File: config.mk
export PLATFORM = sky130hd
export DESIGN_NAME = vds_sqrt_cell
export DESIGN_NICKNAME = d
export VERILOG_FILES = /design/src/design/vds_pkg.sv /design/src/design/vds_sqrt_cell.sv
export SDC_FILE = /design/constraint.sdc
export NUM_CORES = 1
export LEC_CHECK = 0
export ABC_CLOCK_PERIOD_IN_PS = 1040
export BUFFER_PORTS_ARGS = -buffer_cell sky130_fd_sc_hd__buf_2
export CORE_UTILIZATION = 58
export DETAILED_ROUTE_END_ITERATION = 8
export PLACE_DENSITY = 0.9
export SLEW_MARGIN = 40
export SYNTH_ARGS = -nofsm -noshare
export SYNTH_HDL_FRONTEND = slang
export SYNTH_SLANG_ARGS = --single-unit
export TNS_END_PERCENT = 50
File: constraint.sdc
create_clock -name clk -period 1.04 [get_ports clk]
set_input_delay 0.052 -clock clk [delete_from_list [all_inputs] [get_ports clk]]
set_output_delay 0.052 -clock clk [all_outputs]
set_load 0.02 [all_outputs]
File: src/design/vds_pkg.sv
// Shared types, constants and the direction table for the velocity direction snap unit.
// No dependencies; every other design file imports this package.
package vds_pkg;

    // Number of evenly spaced directions, starting at angle zero, counter-clockwise.
    localparam int NUM_DIRECTIONS = 6;
    localparam int DIR_MAX        = 64;
    localparam int DIR_COUNT      = (NUM_DIRECTIONS < 1) ? 1 :
                                    ((NUM_DIRECTIONS > DIR_MAX) ? DIR_MAX : NUM_DIRECTIONS);

    localparam longint unsigned HALF_PI_Q30 = 64'd1686629713;
    localparam longint          ONE_Q30     = 64'sd1073741824;

    // Taylor series divisors for the sine and cosine terms.
    localparam longint unsigned SIN_DIV [1:7] = '{64'd6, 64'd20, 64'd42, 64'd72,
                                                  64'd110, 64'd156, 64'd210};
    localparam longint unsigned COS_DIV [1:7] = '{64'd2, 64'd12, 64'd30, 64'd56,
                                                  64'd90, 64'd132, 64'd182};

    typedef struct packed {
        logic signed [15:0] cx;
        logic signed [15:0] cy;
    } dir_vec_t;

    typedef dir_vec_t [DIR_MAX-1:0] dir_table_t;

    // One item moving along the row of direction cells.
    typedef struct packed {
        logic               valid;
        logic signed [15:0] vx;
        logic signed [15:0] vy;
        logic [5:0]         best_idx;
        logic signed [32:0] best_dp;
    } dir_item_t;

    // One item moving along the row of square root cells.
    typedef struct packed {
        logic        valid;
        logic [31:0] rem;
        logic [31:0] root;
        logic [5:0]  idx;
        logic [14:0] ax;
        logic [14:0] ay;
        logic        nx;
        logic        ny;
    } sqrt_item_t;

    // Clamp a Q2.30 value to [0, 1] and round it to Q1.14.
    function automatic logic signed [15:0] q30_to_q14(longint v);
        longint w;
        w = v;
        if (w < 0)
        begin
            w = 0;
        end
        if (w > ONE_Q30)
        begin
            w = ONE_Q30;
        end
        return 16'((w + 64'sd32768) >>> 16);
    endfunction

    // Unit vector of direction i, built with a truncating Taylor series.
    function automatic dir_vec_t dir_entry(int unsigned i);
        longint unsigned phase;
        longint unsigned r;
        longint unsigned x;
        longint unsigned t;
        longint          ssum;
        longint          csum;
        logic [1:0]      q;
        logic signed [15:0] c;
        logic signed [15:0] s;
        dir_vec_t        e;
        int              k;
        phase = (64'(i) << 32) / DIR_COUNT;
        q     = phase[31:30];
        r     = {34'd0, phase[29:0]};
        x     = (r * HALF_PI_Q30) >> 30;
        t     = x;
        ssum  = longint'(x);
        for (k = 1; k <= 7; k++)
        begin
            t = (t * x) >> 30;
            t = (t * x) >> 30;
            t = t / SIN_DIV[k];
            if ((k % 2) == 1)
            begin
                ssum = ssum - longint'(t);
            end
            else
            begin
                ssum = ssum + longint'(t);
            end
        end
        t    = 64'd1073741824;
        csum = ONE_Q30;
        for (k = 1; k <= 7; k++)
        begin
            t = (t * x) >> 30;
            t = (t * x) >> 30;
            t = t / COS_DIV[k];
            if ((k % 2) == 1)
            begin
                csum = csum - longint'(t);
            end
            else
            begin
                csum = csum + longint'(t);
            end
        end
        c = q30_to_q14(csum);
        s = q30_to_q14(ssum);
        case (q)
            2'd0:
            begin
                e.cx = c;
                e.cy = s;
            end
            2'd1:
            begin
                e.cx = -s;
                e.cy = c;
            end
            2'd2:
            begin
                e.cx = -c;
                e.cy = -s;
            end
            default:
            begin
                e.cx = s;
                e.cy = -c;
            end
        endcase
        return e;
    endfunction

    function automatic dir_table_t build_dir_table();
        dir_table_t tab;
        int         i;
        tab = '0;
        for (i = 0; i < DIR_COUNT; i++)
        begin
            tab[i] = dir_entry(i);
        end
        return tab;
    endfunction

    // Direction unit vectors in Q1.14; entries past the direction count are zero.
    localparam dir_table_t DIR_TABLE = build_dir_table();

endpackage

File: src/design/vds_sqrt_cell.sv
// One cell of the square root row: settles one result bit per cell, restoring method.
// Depends on vds_pkg.
module vds_sqrt_cell (
    input  logic                clk,
    input  logic                rst_n,
    input  logic                adv,
    input  logic [3:0]          step,
    input  vds_pkg::sqrt_item_t item_in,
    output vds_pkg::sqrt_item_t item_out
);
    import vds_pkg::*;

    logic [31:0] bit_val;
    logic [31:0] trial;
    sqrt_item_t  item_next;
    sqrt_item_t  item_reg;
    logic        valid_reg;

    // Step zero works on the bit of weight 4^15, the last step on weight 1.
    assign bit_val = 32'd1 << {~step, 1'b0};
    assign trial   = item_in.root + bit_val;

    always_comb
    begin
        item_next = item_in;
        if (item_in.rem >= trial)
        begin
            item_next.rem  = item_in.rem - trial;
            item_next.root = (item_in.root >> 1) + bit_val;
        end
        else
        begin
            item_next.root = item_in.root >> 1;
        end
    end

    always_ff @(posedge clk or negedge rst_n)
    begin
        if (!rst_n)
        begin
            valid_reg <= 1'b0;
        end
        else if (adv)
        begin
            valid_reg <= item_in.valid;
        end
    end

    always_ff @(posedge clk)
    begin
        if (adv)
        begin
            item_reg <= item_next;
        end
    end

    always_comb
    begin
        item_out       = item_reg;
        item_out.valid = valid_reg;
    end

endmodule

==> results of run 1 <==
## Yosys cell counts, drive strengths merged, types with 4 or more instances
master	number
a211oi	7
a21boi	4
a21o	18
a21oi	48
a31o	4
a31oi	32
and2	11
and3	7
buf	16
clkbuf	12
edfxtp	102
ha	62
inv	18
maj3	4
mux2	4
nand2	99
nand2b	12
nand3	13
nand4	14
nor2	58
nor2b	7
nor3	24
o211ai	4
o21ai	76
o21bai	12
or3	5
xnor2	42
xor2	48
## logic make-up after synthesis
family	count (synthesis)	synth area share, %
AND/OR/NAND/NOR	268	16.6
AO/OA/AOI/OAI	237	19.3
flip-flops	103	39.6
XOR/XNOR	90	10.1
adder cells (fa/ha/maj)	67	10.7
buffers and inverters	46	2.93
multiplexers	5	0.801
## through the flow
stage	utilization [%]	setup TNS [ps]
after detailed placement	84.4	-216760
after global placement	84.4	-201780
after floorplan	-	-180660
==> run summary, run 1 <==
Clock Sinks: 103
Std cell rows: 42
Seq/Total Area, Yosys: 39.6%
Cell Area, Synth: 0.00781 sq mm
Log Error: [ERROR DPL-0033] detailed placement checks failed during check placement.
Stopped at: clock tree synthesis (4_1_cts)
Yosys reg bits: 103
Asr flop ratio synth: 0.971%
Post-CTS Resized: 154
Dominant cell type by area after synthesis: edfxtp_1
Post-DP HPWL: 21000 um
Top cell type's share of synthesized area: 39.2%
Syn Area/Cell: 9.57 sq um
PortBufs: 212
Routability cong.: 0.980
# IOs: 213
CTS Buf Count: 9
Synth area leaders: edfxtp_1 39%, ha_1 9.9%, xor2_1 5.4%, xnor2_1 4.7%, o21ai_0 4.7%
Hold-fix buffers, CTS: 41
CTS H-tree depth: 3
Die Wd: 118 um
Ys flop type: edfxtp_1
Syn Nets: 989
Status: did not finish
Pre-CTS WS: -3490 ps
Inst Count DP: 1431
Cell variety after synth: 73
Cells after Synth: 816
Yosys warns: 0
EDFF count, synth: 102
Die height: 118 um
Clk buf depth: 2
CTS root buffer: clkbuf_16
Initial Utilization: 59.2%
Postcts setup bufs: 42
DP Area: 0.0111 sq mm
==> inputs of run 2 (changes only) <==
--- a/config.mk
+++ b/config.mk
@@ -7,9 +7,9 @@
 export LEC_CHECK = 0
 export ABC_CLOCK_PERIOD_IN_PS = 1040
 export BUFFER_PORTS_ARGS = -buffer_cell sky130_fd_sc_hd__buf_2
-export CORE_UTILIZATION = 58
+export CORE_UTILIZATION = 40
 export DETAILED_ROUTE_END_ITERATION = 8
-export PLACE_DENSITY = 0.9
+export PLACE_DENSITY_LB_ADDON = 0.15
 export SLEW_MARGIN = 40
 export SYNTH_ARGS = -nofsm -noshare
 export SYNTH_HDL_FRONTEND = slang
==> run 2 against run 1 <==
Effect of this change: the flow now finishes, with violations (negative setup slack); synthesized area did not move; synthesized cell count did not move.
==> run summary, run 2 <==
Clock power frac: 24.5%
Ys flop type: edfxtp_1
Routability cong.: 0.933
Pre-CTS WS: -3510 ps
Vias in the first global route: 8048
Core area: 0.0189 sq mm
Post-DP HPWL: 19500 um
Initial Utilization: 41.3%
Final setup viols: 64
Top cell type's share of synthesized area: 39.2%
WS Path Type: in2reg
Syn Area/Cell: 9.57 sq um
Peak VDD IR: 0.745 mV
Post-Route WL: 26600 um
Gate power share: 40.9%
Std cell rows: 50
DP Area: 0.0114 sq mm
PortBufs: 212
CTS H-tree depth: 3
Clock insertion delay at the later pin of the skew report: 360 ps
Hold path depth: 3
Clock Sinks: 103
Final core occ: 69.4%
Worst slew pin tran: 514 ps
Clock skew: 0 ps
DRT Pass-1 Iters: 5
Overflow after GRT: 0
Crit path from: step[1]
Worst Hold Endpoint: item_out[101]$_DFFE_PP_
Sequential power share: 34.6%
Routed wire per std cell: 16.3 um
Reg2Reg Setup Slack: 280 ps
Critical Path RT: 1160 ps
Diodes inserted: 0
Yosys reg bits: 103
Die Wd: 142 um
CTS root buffer: clkbuf_16
Dominant cell type by area after synthesis: edfxtp_1
Slew Limit Fails: 0
Via/cell ratio: 5.18
Die height: 142 um
Relative slew slack: 65.2%
CTS Buf Count: 9
First-pass GRT wire length: 40700 um
Layout cells sized above 1: 48.1%
Cell Area, Synth: 0.00781 sq mm
Tmin final: 4010 ps
CP most frequent cell: buf_6
CP endpoint kind: flop
Synth area leaders: edfxtp_1 39%, ha_1 9.9%, xor2_1 5.4%, xnor2_1 4.7%, o21ai_0 4.7%
Seq/Total Area, Yosys: 39.6%
Most frequent cells in the layout: 281 x buf_4, 207 x buf_2, 102 x edfxtp_1
P_int: 9.98 mW
Hold Crit Start: item_in[101]
Asr flop ratio synth: 0.971%
Critical R2R Capture: valid_reg$_DFFE_PN0P_
Peak fanout along the critical path: 7
DR iter-0 viols: 523
Gr usage total: 26.1%
PD cells: 1140 mW/mm^2
Commonest cells in the netlist: 102 x edfxtp_1, 93 x nand2_1, 73 x o21ai_0
Final Hold Vio Count: 0
Worst min path class: in2reg
Slowest cell on crit path: ha_1
Max incr delay on CP: 270 ps
Worst setup margin: -2970 ps
CP Buf/Inv Count: 6
EDFF count, synth: 102
Fin crit share: 386%
Clock slew at reported path FFs: 80 ps
Startpoint Class: primary input
Die Area: 0.0201 sq mm
Syn Nets: 989
# IOs: 213
Number of remaining DRC errors: 0
Max reg flops: 102
Initial antenna violation count: 0
Vias post-DR: 8442
Post-Layout Inst Area: 0.0131 sq mm
Clk buf depth: 2
FMAX: 249 MHz
Most common cell after layout, fill and taps aside: buf_4
RSZ-0062 raised after global routing: true
Leakage: 5.91 nW
Status: finished, violations left
Post-Route Setup TNS: -183300 ps
Psw: 4.96 mW
Total power: 14.9 mW
Worst path top cell family by delay: compound AO/OA/AOI/OAI gates
Max-cap viol count: 0
Antenna-violating nets left: 0
Crit path DAT: 4130 ps
Cell variety after synth: 73
Worst-case reg-to-reg path depth: 1
Final Net Count: 1539
Failing checks: negative setup slack
Yosys warns: 0
Most common cell in the netlist: edfxtp_1
Layout area overhead: 67.8%
Largest net degree at the start of global routing: 62
CTS tree: done
Switching Share: 33.2%
Cells after Synth: 816
Reg2reg start: valid_reg$_DFFE_PN0P_
run 2: cell counts after synthesis:
No cell type changed its count.
run 2: cell families (layout without fill, tap and decap cells):
group	after synthesis	count (layout)	synth area share, %
adders and majority gates	67	67	10.7
muxes	5	5	0.801
xor gates and xnor gates	90	90	10.1
and+or+nand+nor	268	268	16.6
DFF	103	103	39.6
buffers and inverters	46	601	2.93
AOI/OAI and AO/OA	237	237	19.3
run 2: stage by stage:
step | cells | hold slack (ps)
final | 1631 | 10.1
after global routing | 1631 | 6.65
after detailed placement | 1541 | -166
after CTS | 1619 | 2.30
after global placement | 1541 | -172
after floorplan | 816 | -244
run 2: worst max path at each step:
stage | depth (start not counted) | end
floorplan | 21 | item_out[38]$_DFFE_PP_
global placement | 23 | item_out[55]$_DFFE_PP_
detailed placement | 23 | item_out[55]$_DFFE_PP_
CTS | 26 | item_out[70]$_DFFE_PP_
global route | 26 | item_out[70]$_DFFE_PP_
finish | 27 | item_out[70]$_DFFE_PP_
run 2: repair_timing:
action	4_1_cts	5_1_grt
endpoints found under the setup margin	64	65
hold buffers	42	3
pin swaps	58	42
setup buffers	13	11
resized for setup	108	54
gates cloned	7	0
hold endpoints to repair	41	3
run 2: worst min-delay path, cell delays in order:
cell and delay (ps):
buf_2 90, nand2_1 50, o21ai_1 60
run 2: area by class of cell:
type / instances / area [sq um]
multi-input cells: 667 / 5100
fillers: 1466 / 5790
inverters: 18 / 67.6
clock buffers: 9 / 225
flip-flops and latches: 103 / 3090
repair buffers: 567 / 4190
well taps: 260 / 325
clock inverters: 7 / 100
run 2: per-layer routing:
metal,GRT usage [%],vias up,part of all wire [%]
met1,34.2,3937,44
met4,6.85,0,2.3
met5,0,-,0
li1,-,4155,-
met3,3.51,43,5.8
met2,45.3,307,48
run 2: power groups by stage:
stage               sequential (mW)  clock (mW)  combinational, mW
global route                   5.21        3.90               6.56
CTS                            5.17        3.75               5.89
floorplan                      5.81           0               2.16
finish                         5.17        3.66               6.11
global placement               5.26           0               5.03
detailed placement             5.26           0               5.09
No activity file was read; power rests on OpenSTA's default activity.
==> inputs of run 3 (changes only) <==
--- a/config.mk
+++ b/config.mk
@@ -7,7 +7,7 @@
 export LEC_CHECK = 0
 export ABC_CLOCK_PERIOD_IN_PS = 1040
 export BUFFER_PORTS_ARGS = -buffer_cell sky130_fd_sc_hd__buf_2
-export CORE_UTILIZATION = 40
+export CORE_UTILIZATION = 58
 export DETAILED_ROUTE_END_ITERATION = 8
 export PLACE_DENSITY_LB_ADDON = 0.15
 export SLEW_MARGIN = 40
==> run 3 against run 2 <==
Effect of this change: the flow now stops in global routing (5_1_grt); synthesized area unchanged; synthesized cell count unchanged.
==> run summary, run 3 <==
CTS root buffer: clkbuf_16
Ys flop type: edfxtp_1
Commonest cells in the netlist: 102 x edfxtp_1, 93 x nand2_1, 73 x o21ai_0
Die height: 118 um
Most common cell in the netlist: edfxtp_1
Inst Count DP: 1447
CTS H-tree depth: 3
Largest net degree at the start of global routing: 33
Asr flop ratio synth: 0.971%
CTS Buf Count: 9
Seq/Total Area, Yosys: 39.6%
Yosys reg bits: 103
Yosys warns: 0
Clk buf depth: 2
Cell Area, Synth: 0.00781 sq mm
EDFF count, synth: 102
PortBufs: 212
Dominant cell type by area after synthesis: edfxtp_1
Syn Nets: 989
Stopped at: global routing (5_1_grt)
Top cell type's share of synthesized area: 39.2%
Cell variety after synth: 73
# IOs: 213
Post-DP HPWL: 19800 um
Std cell rows: 42
Initial Utilization: 59.2%
Cells after Synth: 816
Clock Sinks: 103
Syn Area/Cell: 9.57 sq um
Log Error: [ERROR DPL-0038] Utilization greater than 100%, impossible to legalize
Die Wd: 118 um
Synth area leaders: edfxtp_1 39%, ha_1 9.9%, xor2_1 5.4%, xnor2_1 4.7%, o21ai_0 4.7%
Status: did not finish
Routability cong.: 0.990
[run 3: what timing repair did]
action                     4_1_cts
setup buffers                   21
hold endpoints to repair        48
resized for setup              142
setup endpoints to repair       65
hold buffers                    48
pin swaps                       70
cloned                           5
[run 3: stage by stage]
step / setup TNS, ps / cell area (sq um) / setup WS [ps] / hold WS (ps)
after floorplan: -180660 / 8080 / -2910 / -244
after global placement: -199130 / 11200 / -3240 / -171
after detailed placement: -207960 / 11200 / -3380 / -170
after CTS: -172550 / 12700 / -2800 / 5.86
[run 3: cell families after synthesis]
kind of cell | count (synthesis) | synth area share (%)
muxes | 5 | 0.801
adders and majority gates | 67 | 10.7
xor gates and xnor gates | 90 | 10.1
AOI/OAI and AO/OA | 237 | 19.3
buffers and inverters | 46 | 2.93
and+or+nand+nor | 268 | 16.6
DFF | 103 | 39.6
