==> config.mk <==
export PLATFORM = sky130hd
export DESIGN_NAME = vds_dir_cell
export DESIGN_NICKNAME = d
export VERILOG_FILES = /design/src/design/vds_pkg.sv /design/src/design/vds_dir_cell.sv
export SDC_FILE = /design/constraint.sdc
export NUM_CORES = 1
export LEC_CHECK = 0
export BUFFER_PORTS_ARGS = -buffer_cell sky130_fd_sc_hd__buf_2
export CAP_MARGIN = 20
export CORE_MARGIN = 2
export CORE_UTILIZATION = 55
export DETAILED_ROUTE_END_ITERATION = 8
export PLACE_DENSITY_LB_ADDON = 0.12
export SLEW_MARGIN = 25
export SYNTH_ARGS = -nofsm -noshare
export SYNTH_HDL_FRONTEND = slang
export SYNTH_SLANG_ARGS = --single-unit
==> constraint.sdc <==
create_clock -name clk -period 4.96 [get_ports clk]
set_clock_uncertainty 0.05 [all_clocks]
set_input_delay 0.496 -clock clk [delete_from_list [all_inputs] [get_ports clk]]
set_output_delay 0.496 -clock clk [all_outputs]
set_load 0.05 [all_outputs]
==> src/design/vds_pkg.sv <==
// Shared types, constants and the direction table for the velocity direction snap unit.
// No dependencies; every other design file imports this package.
package vds_pkg;

    // Number of evenly spaced directions, starting at angle zero, counter-clockwise.
    localparam int NUM_DIRECTIONS = 6;
    localparam int DIR_MAX        = 64;
    localparam int DIR_COUNT      = (NUM_DIRECTIONS < 1) ? 1 :
                                    ((NUM_DIRECTIONS > DIR_MAX) ? DIR_MAX : NUM_DIRECTIONS);

    localparam longint unsigned HALF_PI_Q30 = 64'd1686629713;
    localparam longint          ONE_Q30     = 64'sd1073741824;

    // Taylor series divisors for the sine and cosine terms.
    localparam longint unsigned SIN_DIV [1:7] = '{64'd6, 64'd20, 64'd42, 64'd72,
                                                  64'd110, 64'd156, 64'd210};
    localparam longint unsigned COS_DIV [1:7] = '{64'd2, 64'd12, 64'd30, 64'd56,
                                                  64'd90, 64'd132, 64'd182};

    typedef struct packed {
        logic signed [15:0] cx;
        logic signed [15:0] cy;
    } dir_vec_t;

    typedef dir_vec_t [DIR_MAX-1:0] dir_table_t;

    // One item moving along the row of direction cells.
    typedef struct packed {
        logic               valid;
        logic signed [15:0] vx;
        logic signed [15:0] vy;
        logic [5:0]         best_idx;
        logic signed [32:0] best_dp;
    } dir_item_t;

    // One item moving along the row of square root cells.
    typedef struct packed {
        logic        valid;
        logic [31:0] rem;
        logic [31:0] root;
        logic [5:0]  idx;
        logic [14:0] ax;
        logic [14:0] ay;
        logic        nx;
        logic        ny;
    } sqrt_item_t;

    // Clamp a Q2.30 value to [0, 1] and round it to Q1.14.
    function automatic logic signed [15:0] q30_to_q14(longint v);
        longint w;
        w = v;
        if (w < 0)
        begin
            w = 0;
        end
        if (w > ONE_Q30)
        begin
            w = ONE_Q30;
        end
        return 16'((w + 64'sd32768) >>> 16);
    endfunction

    // Unit vector of direction i, built with a truncating Taylor series.
    function automatic dir_vec_t dir_entry(int unsigned i);
        longint unsigned phase;
        longint unsigned r;
        longint unsigned x;
        longint unsigned t;
        longint          ssum;
        longint          csum;
        logic [1:0]      q;
        logic signed [15:0] c;
        logic signed [15:0] s;
        dir_vec_t        e;
        int              k;
        phase = (64'(i) << 32) / DIR_COUNT;
        q     = phase[31:30];
        r     = {34'd0, phase[29:0]};
        x     = (r * HALF_PI_Q30) >> 30;
        t     = x;
        ssum  = longint'(x);
        for (k = 1; k <= 7; k++)
        begin
            t = (t * x) >> 30;
            t = (t * x) >> 30;
            t = t / SIN_DIV[k];
            if ((k % 2) == 1)
            begin
                ssum = ssum - longint'(t);
            end
            else
            begin
                ssum = ssum + longint'(t);
            end
        end
        t    = 64'd1073741824;
        csum = ONE_Q30;
        for (k = 1; k <= 7; k++)
        begin
            t = (t * x) >> 30;
            t = (t * x) >> 30;
            t = t / COS_DIV[k];
            if ((k % 2) == 1)
            begin
                csum = csum - longint'(t);
            end
            else
            begin
                csum = csum + longint'(t);
            end
        end
        c = q30_to_q14(csum);
        s = q30_to_q14(ssum);
        case (q)
            2'd0:
            begin
                e.cx = c;
                e.cy = s;
            end
            2'd1:
            begin
                e.cx = -s;
                e.cy = c;
            end
            2'd2:
            begin
                e.cx = -c;
                e.cy = -s;
            end
            default:
            begin
                e.cx = s;
                e.cy = -c;
            end
        endcase
        return e;
    endfunction

    function automatic dir_table_t build_dir_table();
        dir_table_t tab;
        int         i;
        tab = '0;
        for (i = 0; i < DIR_COUNT; i++)
        begin
            tab[i] = dir_entry(i);
        end
        return tab;
    endfunction

    // Direction unit vectors in Q1.14; entries past the direction count are zero.
    localparam dir_table_t DIR_TABLE = build_dir_table();

endpackage

==> src/design/vds_dir_cell.sv <==
// One cell of the direction row: dot product of the item with one direction, then a
// compare against the running best. Depends on vds_pkg.
module vds_dir_cell (
    input  logic               clk,
    input  logic               rst_n,
    input  logic               adv,
    input  logic [5:0]         cell_index,
    input  vds_pkg::dir_item_t item_in,
    output vds_pkg::dir_item_t item_out
);
    import vds_pkg::*;

    dir_vec_t           dir;
    logic               a_valid_reg;
    dir_item_t          a_item_reg;
    logic signed [31:0] px_reg;
    logic signed [31:0] py_reg;
    logic signed [31:0] px_next;
    logic signed [31:0] py_next;
    logic signed [32:0] dp;
    logic               take;
    logic               b_valid_reg;
    dir_item_t          b_item_reg;
    dir_item_t          b_item_next;

    assign dir     = DIR_TABLE[cell_index];
    assign px_next = item_in.vx * dir.cx;
    assign py_next = item_in.vy * dir.cy;

    // The first cell always takes its direction, later cells only on a strictly larger score.
    always_comb
    begin
        dp          = {px_reg[31], px_reg} + {py_reg[31], py_reg};
        take        = (cell_index == 6'd0) || (dp > a_item_reg.best_dp);
        b_item_next = a_item_reg;
        if (take)
        begin
            b_item_next.best_idx = cell_index;
            b_item_next.best_dp  = dp;
        end
    end

    always_ff @(posedge clk or negedge rst_n)
    begin
        if (!rst_n)
        begin
            a_valid_reg <= 1'b0;
            b_valid_reg <= 1'b0;
        end
        else if (adv)
        begin
            a_valid_reg <= item_in.valid;
            b_valid_reg <= a_valid_reg;
        end
    end

    always_ff @(posedge clk)
    begin
        if (adv)
        begin
            a_item_reg <= item_in;
            px_reg     <= px_next;
            py_reg     <= py_next;
            b_item_reg <= b_item_next;
        end
    end

    always_comb
    begin
        item_out       = b_item_reg;
        item_out.valid = b_valid_reg;
    end

endmodule

==> metrics.md, run 1 <==
| Metric | Value |
|---|---|
| Area post-placement | `between 0.02 and 0.025 mm^2` |
| Die width | `approximately 190 um` |
| Number of cell rows | `66` |
| Post-DP HPWL | `between 30,000 and 40,000 um` |
| Die area | `around 0.035 mm^2` |
| Buf/Inv on CP | `8` |
| Placer Congestion | `~0.92` |
| Sequential fraction of the synthesis area | `around a third` |
| Ports | `approximately 150` |
| Instance count on the critical path | `26` |
| CP max stage delay | `0.61 ns` |
| Hold Fails Final Rpt | `0` |
| Drc violations | `0` |
| TritonRoute pass-1 iters | `5` |
| Avg WL per Cell | `16.9 um` |
| Max cap viols | `0` |
| Clk sinks | `slightly below 200` |
| Nets | `2,527` |
| Synth unique cells | `65` |
| Area leader, netlist | `edfxtp_1` |
| Power per Cell Area | `approximately 240 mW/mm^2` |
| Tot GR Track Use | `between 20% and 30%` |
| R2R depth | `18` |
| Tmin final | `around 6.6 ns` |
| Initial Utilization | `a little under three fifths` |
| Final setup viols | `34` |
| Largest net degree at the start of global routing | `129` |
| Crit path kind | `in -> reg` |
| Critical path destination | `py_reg[30]$_DFFE_PP_` |
| Setup crit start | `cell_index[4]` |
| Synthesis Warnings | `0` |
| Setup TNS | `-33.64 ns` |
| Crit start category | `input port` |
| Layout cells sized above 1 | `31.9%` |
| Inst Count DP | `around 2,400` |
| Chip height | `roughly 190 um` |
| Total number of vias | `12,500` |
| Main flop type after synthesis | `edfxtp_1` |
| Clock buffer depth | `2` |
| Diode count | `0` |
| Area contributors post-synth | `edfxtp_1 (32%), fa_1 (24%), ha_1 (16%), inv_1 (7.0%), xnor2_1 (3.0%)` |
| Vias in the first global route | `12,900` |
| CP arrival | `~6.8 ns` |
| Seq cells post-synth | `between 150 and 200` |
| Critical path data required time | `5.10 ns` |
| Routed vias/inst | `about 5.1` |
| Crit-path max FO | `7` |
| Final setup margin | `-1.66 ns` |
| Root buf cell | `clkbuf_16` |
| RSZ-0062 raised after global routing | `true` |
| Final slew viol count | `0` |
| Fin crit share | `133%` |
| CTS tree | `yes` |
| Critical R2R Launch | `px_reg[15]$_DFFE_PP_` |
| Clock-pin slew on the worst setup and hold paths | `roughly 0.080 ns` |
| Initial antenna violation count | `0` |
| Skew-Pair Late Insertion Delay | `between 0.4 and 0.5 ns` |
| Slowest cell on crit path | `fa_2` |
| H-tree Lvls | `4` |
| Crit path max-delay family | `adder cells` |
| Share of the synthesized area in the top cell type | `31.9%` |
| Leak pwr | `~12 nW` |
| WL final | `~41,000 um` |
| First-pass GRT wire length | `about 65,000 um` |
| Asr flop ratio synth | `about 1.0%` |
| Initial drt markers | `around 630` |
| Remaining antenna violation count | `0` |
| Util after Layout | `a little over two thirds` |
| Congestion Overflow GR | `0` |
| Fin area | `0.0230 mm^2` |
| Post-synth EDFFs | `193` |
| Failing checks | `negative setup slack` |
| Flop-to-flop setup slack | `~0.21 ns` |
| FMAX | `approximately 150 MHz` |
| HP Class | `in -> reg` |
| Top cell by count, worst path | `inv_2` |
| Post-Layout Cell Count | `around 2,500` |
| Core box area | `roughly 0.033 mm^2` |
| Area grow syn2layout | `26.4%` |
| Status | `finished with violations` |
| Syn_area_per_cell | `around 12 um^2` |
| Mapped Area | `approximately 0.018 mm^2` |
| Maximum vdd drop | `approximately 0.24 mV` |
| Clock buffer count from CTS | `17` |
| Cells after synthesis | `between 1,500 and 2,000` |
| Critical path endpoint category | `flip-flop` |
| I/O Buffers | `152` |
| Worst r2r dst | `item_out[14]$_DFFE_PP_` |
[metrics by stage]
step / power (W) / hold slack [ns] / setup slack [ns]
final: 0.00557 / 0.178 / -1.66
after global routing: 0.00587 / 0.160 / -1.83
after CTS: 0.00552 / 0.162 / -1.62
after detailed placement: 0.00406 / 0.233 / -2.14
after global placement: 0.00402 / 0.230 / -2.09
after floorplan: 0.00349 / 0.150 / -1.89
[cells by family (layout without fill, tap and decap cells)]
kind of cell	count (synthesis)	after routing	share of synthesized area (%)
mux	44	44	2.91
compound gates	177	177	6.68
simple gates	254	254	6.70
buf+inv	364	805	7.74
flops	195	195	32.2
other cells	1	3	0.0206
xor+xnor	79	79	3.81
fa+ha+maj	451	451	40.0
[placed cells by master (no fill, tap or decap), types with 6 or more instances in the layout]
cell type,Yosys,final
and2_1,32,28
o21ai_0,22,16
nand2_1,82,64
fa_2,0,15
mux2_2,31,31
o21a_1,12,12
xnor2_1,63,58
nor2_1,56,47
nand2_4,0,9
buf_2,1,149
a21oi_1,47,30
inv_2,0,19
nand2b_1,10,10
xor2_1,16,16
a31oi_1,8,6
mux2_4,10,10
edfxtp_1,193,193
nor3_1,13,12
nor2_2,0,8
a21o_1,28,28
nor2b_1,8,7
fa_1,217,202
buf_6,1,13
nand3_1,14,13
inv_1,338,318
a21oi_2,0,14
or3_1,16,15
buf_12,1,8
ha_1,234,220
ha_4,0,11
buf_4,4,260
o21bai_1,10,10
and3_1,12,11
clkbuf_16,0,18
[power by group]
group	internal [W]	total, W	switching (W)
registers	0.00207	0.00214	0.0000666
clock network	0.000776	0.00144	0.000665
logic	0.000813	0.00199	0.00118
total	0.00366	0.00557	0.00191
[Yosys cell counts, types with 5 or more instances]
cell type and count:
a31oi_1 8, nand2b_1 10, a21oi_1 47, edfxtp_1 193
o21a_1 12, a21o_1 28, o2111ai_1 5, inv_1 338
mux2_2 31, nand2_1 82, nor2b_1 8, o21ai_0 22
nor3_1 13, mux2_4 10, xnor2_1 63, clkbuf_1 17
and2_1 32, and3_1 12, o21bai_1 10, xor2_1 16
or3_1 16, fa_1 217, a211oi_1 7, nand3_1 14
ha_1 234, nor2_1 56
[metal layers]
metal	global-route usage (%)	vias up	part of all wire [%]
met3	2.37	47	4.2
met4	5.83	0	1.7
met1	34.0	6141	45
li1	-	6034	-
met5	0	-	0
met2	42.4	295	49
[timing repair]
action | 4_1_cts | 5_1_grt
buffers inserted | 23 | 16
cloned | 0 | 2
hold buffers | 1 | 0
resized for setup | 61 | 52
endpoints found under the setup margin | 34 | 76
hold endpoints to repair | 2 | 0
pin swaps | 38 | 40
[worst reg2reg max path, stage by stage (launching register included)]
cell,delay [ns]
edfxtp_1,0.38
ha_1,0.38
and3_1,0.17
a22oi_1,0.24
nor2b_1,0.22
o21ai_0,0.17
a21oi_1,0.18
nor2b_1,0.06
o311a_1,0.34
ha_1,0.31
and4_1,0.16
nand3_1,0.14
nor4_1,0.40
buf_4,0.18
nand4_1,0.13
a22o_1,0.26
o21ai_4,0.14
clkbuf_16,0.23
mux2_2,0.34
[how the worst min path moves through the flow]
stage | start | to | slack, ns | cells after the start
6_report | item_in[0] | a_item_reg[0]$_DFFE_PP_ | 0.18 | 1
4_1_cts | item_in[0] | a_item_reg[0]$_DFFE_PP_ | 0.16 | 1
5_1_grt | item_in[0] | a_item_reg[0]$_DFFE_PP_ | 0.16 | 1
3_5_place_dp | rst_n | a_valid_reg$_DFFE_PN0P_ | 0.23 | 1
2_1_floorplan | rst_n | a_valid_reg$_DFFE_PN0P_ | 0.15 | 0
3_3_place_gp | rst_n | a_valid_reg$_DFFE_PN0P_ | 0.23 | 1
[cell type report]
| cell class | instances | area, um^2 |
|---|---|---|
| Clock inverter | 15 | 203 |
| Clock buffer | 17 | 425 |
| Tap cell | 442 | 553 |
| Multi-Input combinational cell | 1008 | 11600 |
| Timing Repair Buffer | 435 | 3100 |
| Fill cell | 2422 | 9550 |
| Sequential cell | 195 | 5850 |
| Inverter | 338 | 1270 |
Note: power is estimated with default switching activity, not from simulation.
==> run 2, diff against run 1 <==
--- a/config.mk
+++ b/config.mk
@@ -6,7 +6,8 @@
 export NUM_CORES = 1
 export LEC_CHECK = 0
 export BUFFER_PORTS_ARGS = -buffer_cell sky130_fd_sc_hd__buf_2
-export CAP_MARGIN = 20
+export CAP_MARGIN = 10
+export CORE_ASPECT_RATIO = 1.75
 export CORE_MARGIN = 2
 export CORE_UTILIZATION = 55
 export DETAILED_ROUTE_END_ITERATION = 8
==> metrics.md, run 2 (same netlist as run 1, synthesis figures left out) <==
| Metric | Value |
|---|---|
| Vias in the first global route | `between 10,000 and 15,000` |
| RSZ-0062 raised after global routing | `true` |
| Instance count on the critical path | `27` |
| R2R depth | `21` |
| Inst Count DP | `2,365` |
| Die area | `0.0346 mm^2` |
| Critical path endpoint category | `flip-flop` |
| Remaining antenna violation count | `0` |
| Number of cell rows | `88` |
| Critical path destination | `py_reg[30]$_DFFE_PP_` |
| Final hold slack | `roughly 0.16 ns` |
| Ports | `roughly 150` |
| Clk sinks | `195` |
| Drc violations | `0` |
| First-pass GRT wire length | `about 70,000 um` |
| WL final | `46,200 um` |
| Sw frac | `a little over a third` |
| Clock-pin slew on the worst setup and hold paths | `roughly 0.09 ns` |
| Power per Cell Area | `around 250 mW/mm^2` |
| Largest net degree at the start of global routing | `~110` |
| Status | `finished with violations` |
| Comb pwr share | `about 37%` |
| Avg WL per Cell | `approximately 19 um` |
| Max_slew headroom | `a little under two fifths` |
| Fin crit share | `133%` |
| Crit path kind | `in -> reg` |
| Clock buffer depth | `2` |
| Clock power share | `between 20% and 30%` |
| Buf/Inv on CP | `9` |
| Area post-placement | `0.0217 mm^2` |
| Final setup margin | `-1.64 ns` |
| HP Class | `in -> reg` |
| Max cap viols | `0` |
| Diode count | `0` |
| Critical path data required time | `5.12 ns` |
| Setup crit start | `cell_index[5]` |
| Power, Total | `~0.0057 W` |
| Root buf cell | `clkbuf_16` |
| Worst Max-Slew Pin Slew | `0.931 ns` |
| Routed vias/inst | `5.32` |
| Final setup viols | `33` |
| Slowest cell on crit path | `fa_2` |
| Chip height | `~240 um` |
| Nets | `about 2,500` |
| H-tree Lvls | `4` |
| Sequential share of power | `between 30% and 40%` |
| Tmin final | `around 6.6 ns` |
| Crit start category | `input port` |
| Worst r2r dst | `item_out[12]$_DFFE_PP_` |
| Post-Layout Cell Count | `2,417` |
| Crit path max-delay family | `adder cells` |
| Skew-Pair Late Insertion Delay | `around 0.46 ns` |
| Final slew viol count | `0` |
| CTS tree | `yes` |
| Critical R2R Launch | `py_reg[13]$_DFFE_PP_` |
| Initial antenna violation count | `0` |
| Fin area | `between 0.02 and 0.025 mm^2` |
| Post-DP HPWL | `~38,000 um` |
| Placer Congestion | `about 0.94` |
| I/O Buffers | `~150` |
| Tot GR Track Use | `between 20% and 30%` |
| Congestion Overflow GR | `0` |
| Total number of vias | `12,900` |
| Core box area | `approximately 0.033 mm^2` |
| Hold Fails Final Rpt | `0` |
| Commonest non-fill, non-tap cell in the layout | `inv_1` |
| CP arrival | `slightly below 7 ns` |
| TritonRoute pass-1 iters | `5` |
| Commonest non-fill, non-tap cells in the layout | `inv_1 (317), buf_4 (268), ha_1 (209)` |
| Die width | `141 um` |
| Initial drt markers | `between 400 and 500` |
| Initial Utilization | `a little under three fifths` |
| P_sw | `around 0.002 W` |
| Layout cells sized above 1 | `33.3%` |
| Top cell by count, worst path | `inv_2` |
| Crit-path max FO | `7` |
| CP max stage delay | `approximately 0.6 ns` |
| Flop-to-flop setup slack | `about 0.17 ns` |
| Maximum vdd drop | `roughly 0.22 mV` |
| FMAX | `between 150 and 200 MHz` |
| Pint | `0.00364 W` |
| WHS Path Cells | `1` |
| Leak pwr | `between 10 and 15 nW` |
| Failing checks | `negative setup slack` |
| Area grow syn2layout | `27.3%` |
| Clock buffer count from CTS | `17` |
-- run 2: cell types whose count changed in the layout (fill, tap and decap cells not counted), sizes merged --
cell / previous run / this run
buf: 432 / 435
clkinv: 4 / 7
bufinv: 2 / 0
clkbuf: 19 / 20
clkinvlp: 2 / 1
-- run 2: timing repair --
item,4_1_cts,5_1_grt
cloned,1,2
gates resized for setup,36,97
buffers inserted,5,12
endpoints found under the hold margin,2,0
endpoints found under the setup margin,72,76
pin swaps,17,49
hold buffers,1,0
-- run 2: layer usage --
| layer | GRT usage [%] | up-vias | routed length, um |
|---|---|---|---|
| li1 | - | 6032 | - |
| met4 | 15.9 | 0 | 3040 |
| met3 | 2.88 | 140 | 1330 |
| met1 | 27.5 | 6345 | 16200 |
| met5 | 0 | - | 0 |
| met2 | 52.1 | 336 | 25700 |
-- run 2: power by group through the flow --
stage / Sequential [W] / Clock, W / Combinational (W)
after floorplan: 0.00251 / 0 / 0.000984
after global placement: 0.00218 / 0 / 0.00192
after detailed placement: 0.00218 / 0 / 0.00195
after CTS: 0.00215 / 0.00145 / 0.00199
after global routing: 0.00216 / 0.00150 / 0.00228
final: 0.00214 / 0.00143 / 0.00211
-- run 2: stage by stage --
step	setup TNS, ns	util [%]	setup WS [ns]
3_3_place_gp	-53.02	66.2	-2.16
6_report	-32.28	70.5	-1.64
3_5_place_dp	-54.02	66.2	-2.20
2_1_floorplan	-36.66	-	-1.89
4_1_cts	-32.02	68.7	-1.60
5_1_grt	-37.41	70.5	-1.80
-- run 2: worst min path at each step --
stage	from	end	slack, ns
final	item_in[13]	a_item_reg[13]$_DFFE_PP_	0.16
after global routing	item_in[1]	a_item_reg[1]$_DFFE_PP_	0.14
after global placement	rst_n	b_valid_reg$_DFFE_PN0P_	0.23
after detailed placement	rst_n	a_valid_reg$_DFFE_PN0P_	0.23
after floorplan	rst_n	a_valid_reg$_DFFE_PN0P_	0.15
after CTS	item_in[8]	a_item_reg[8]$_DFFE_PP_	0.14
-- run 2: final cells by class --
class                   instances  area (um^2)
repair buffers                439         3130
inverters                     338         1270
multi-input cells            1008        11800
well taps                     405          507
fillers                      2492         9670
clock inverters                15          195
flip-flops and latches        195         5850
clock buffers                  17          425
==> run 3, diff against run 2 <==
--- a/config.mk
+++ b/config.mk
@@ -11,7 +11,7 @@
 export CORE_MARGIN = 2
 export CORE_UTILIZATION = 55
 export DETAILED_ROUTE_END_ITERATION = 8
-export PLACE_DENSITY_LB_ADDON = 0.12
+export PLACE_DENSITY = 0.74
 export SLEW_MARGIN = 25
 export SYNTH_ARGS = -nofsm -noshare
 export SYNTH_HDL_FRONTEND = slang
==> metrics.md, run 3 (same netlist as run 1, synthesis figures left out) <==
| Metric | Value |
|---|---|
| Status | `finished with violations` |
| Failing checks | `negative setup slack` |
| Initial Utilization | `55.4%` |
| Hold Fails Final Rpt | `0` |
| Comb pwr share | `36.4%` |
| Core box area | `0.0328 mm^2` |
| Avg WL per Cell | `18.9 um` |
| First-pass GRT wire length | `~71,000 um` |
| Layout cells sized above 1 | `between 30% and 40%` |
| Placer Congestion | `slightly below 1` |
| Final slew viol count | `0` |
| Area post-placement | `0.0216 mm^2` |
| HP Class | `in -> reg` |
| Post-DP HPWL | `roughly 37,000 um` |
| Critical path endpoint category | `flip-flop` |
| Util after Layout | `a little over two thirds` |
| Vias in the first global route | `between 10,000 and 15,000` |
| Chip height | `245 um` |
| Clock power share | `approximately a quarter` |
| WL final | `roughly 45,000 um` |
| Diode count | `0` |
| Footprint of the multi-input gates | `0.0117 mm^2` |
| I/O Buffers | `~150` |
| Clock buffer depth | `2` |
| Root buf cell | `clkbuf_16` |
| Commonest non-fill, non-tap cells in the layout | `inv_1 (319), buf_4 (247), ha_1 (219)` |
| Maximum vdd drop | `between 0.2 and 0.25 mV` |
| Critical path data required time | `~5 ns` |
| Sw frac | `between 30% and 40%` |
| Tmin final | `roughly 6.6 ns` |
| RSZ-0062 raised after global routing | `true` |
| FF+latch area | `0.00585 mm^2` |
| Drc violations | `0` |
| Largest net degree at the start of global routing | `about 120` |
| H-tree Lvls | `4` |
| FMAX | `151 MHz` |
| Max cap viols | `0` |
| Clock-pin slew on the worst setup and hold paths | `roughly 0.080 ns` |
| Fill cell count | `2,269` |
| Number of cell rows | `88` |
| Leak pwr | `about 12 nW` |
| Die area | `between 0.03 and 0.04 mm^2` |
| Sequential share of power | `about two fifths` |
| Fin area | `0.0229 mm^2` |
| Total number of vias | `around 13,000` |
| Fin crit share | `134%` |
| Congestion Overflow GR | `0` |
| Nets | `approximately 2,500` |
| Power per Cell Area | `~240 mW/mm^2` |
| CP arrival | `6.80 ns` |
| Crit-path max FO | `6` |
| Remaining antenna violation count | `0` |
| Skew-Pair Late Insertion Delay | `around 0.46 ns` |
| TritonRoute pass-1 iters | `7` |
| Clk sinks | `195` |
| P_sw | `between 0.0015 and 0.002 W` |
| Crit start category | `input port` |
| Area grow syn2layout | `25.8%` |
| Inst Count DP | `about 2,300` |
| Final setup viols | `34` |
| Routed vias/inst | `~5.4` |
| Initial drt markers | `between 600 and 700` |
| Die width | `141 um` |
| Commonest non-fill, non-tap cell in the layout | `inv_1` |
| Pint | `about 0.0036 W` |
| Tot GR Track Use | `27.1%` |
| Worst Max-Slew Pin Slew | `a little under 1 ns` |
| CTS tree | `yes` |
| Crit path kind | `in -> reg` |
| Post-Layout Cell Count | `between 2,000 and 2,500` |
| Clock buffer count from CTS | `17` |
| Final hold slack | `between 0.15 and 0.2 ns` |
| Max_slew headroom | `about a third` |
| Final setup margin | `-1.68 ns` |
| Initial antenna violation count | `0` |
| Ports | `about 150` |
run 3: power groups by stage:
stage	combinational (W)	sequential (W)	clock (W)
4_1_cts	0.00196	0.00214	0.00139
6_report	0.00201	0.00214	0.00138
3_5_place_dp	0.00192	0.00217	0
2_1_floorplan	0.000984	0.00251	0
5_1_grt	0.00218	0.00216	0.00145
3_3_place_gp	0.00186	0.00217	0
run 3: metrics by stage:
stage | setup WS, ns | total power [W] | setup TNS (ns)
after global routing | -1.81 | 0.00578 | -38.17
after CTS | -1.62 | 0.00549 | -31.87
after detailed placement | -2.16 | 0.00409 | -50.32
after global placement | -2.07 | 0.00403 | -47.70
final | -1.68 | 0.00553 | -32.36
after floorplan | -1.89 | 0.00349 | -36.66
run 3: path summary, 6_finish.rpt:
path	start	endpoint	slack [ns]	depth (start not counted)
worst max-delay path	cell_index[5]	py_reg[30]$_DFFE_PP_	-1.68	25
worst min-delay path	item_in[7]	a_item_reg[7]$_DFFE_PP_	0.16	1
worst max register to register	px_reg[13]$_DFFE_PP_	item_out[0]$_DFFE_PP_	0.20	16
worst min register to register	a_item_reg[40]$_DFFE_PP_	item_out[40]$_DFFE_PP_	0.36	0
max in group asynchronous	rst_n	a_valid_reg$_DFFE_PN0P_	4.46	2
min in group asynchronous	rst_n	b_valid_reg$_DFFE_PN0P_	0.30	2
run 3: per-layer routing:
metal  GRT usage [%]  vias up  wire (um)
met4            15.9        0       3010
met5               0        -          0
met3            3.39      156       1580
met1            27.8     6399      15700
li1                -     6007          -
met2            51.6      415      25200
run 3: final cells by class:
type / count / area share [%]
Clock buffer: 18 / 1.88
Timing Repair Buffer: 425 / 13.2
Inverter: 338 / 5.55
Clock inverter: 14 / 0.689
Tap cell: 405 / 2.22
Sequential cell: 195 / 25.6
Multi-Input combinational cell: 1008 / 51.0
run 3: critical path: stages:
cell       delay [ns]
buf_6            0.09
or3_4            0.44
nor2_4           0.11
and2_4           0.18
clkbuf_16        0.16
nand2_4          0.08
fa_2             0.65
buf_6            0.12
inv_2            0.03
fa_1             0.49
fa_1             0.45
fa_1             0.53
fa_1             0.52
inv_1            0.05
fa_1             0.49
inv_2            0.05
ha_4             0.23
and3_4           0.18
o21a_1           0.13
a211oi_4         0.38
a311oi_4         0.17
a221o_1          0.36
a31o_2           0.22
a21oi_2          0.13
xnor2_1          0.08
run 3: what timing repair did:
action | in CTS | in global routing
hold buffers | 1 | 0
buffers inserted | 12 | 12
pin swaps | 24 | 37
gates cloned | 1 | 1
endpoints found under the hold margin | 2 | 0
gates resized for setup | 59 | 71
endpoints found under the setup margin | 34 | 76
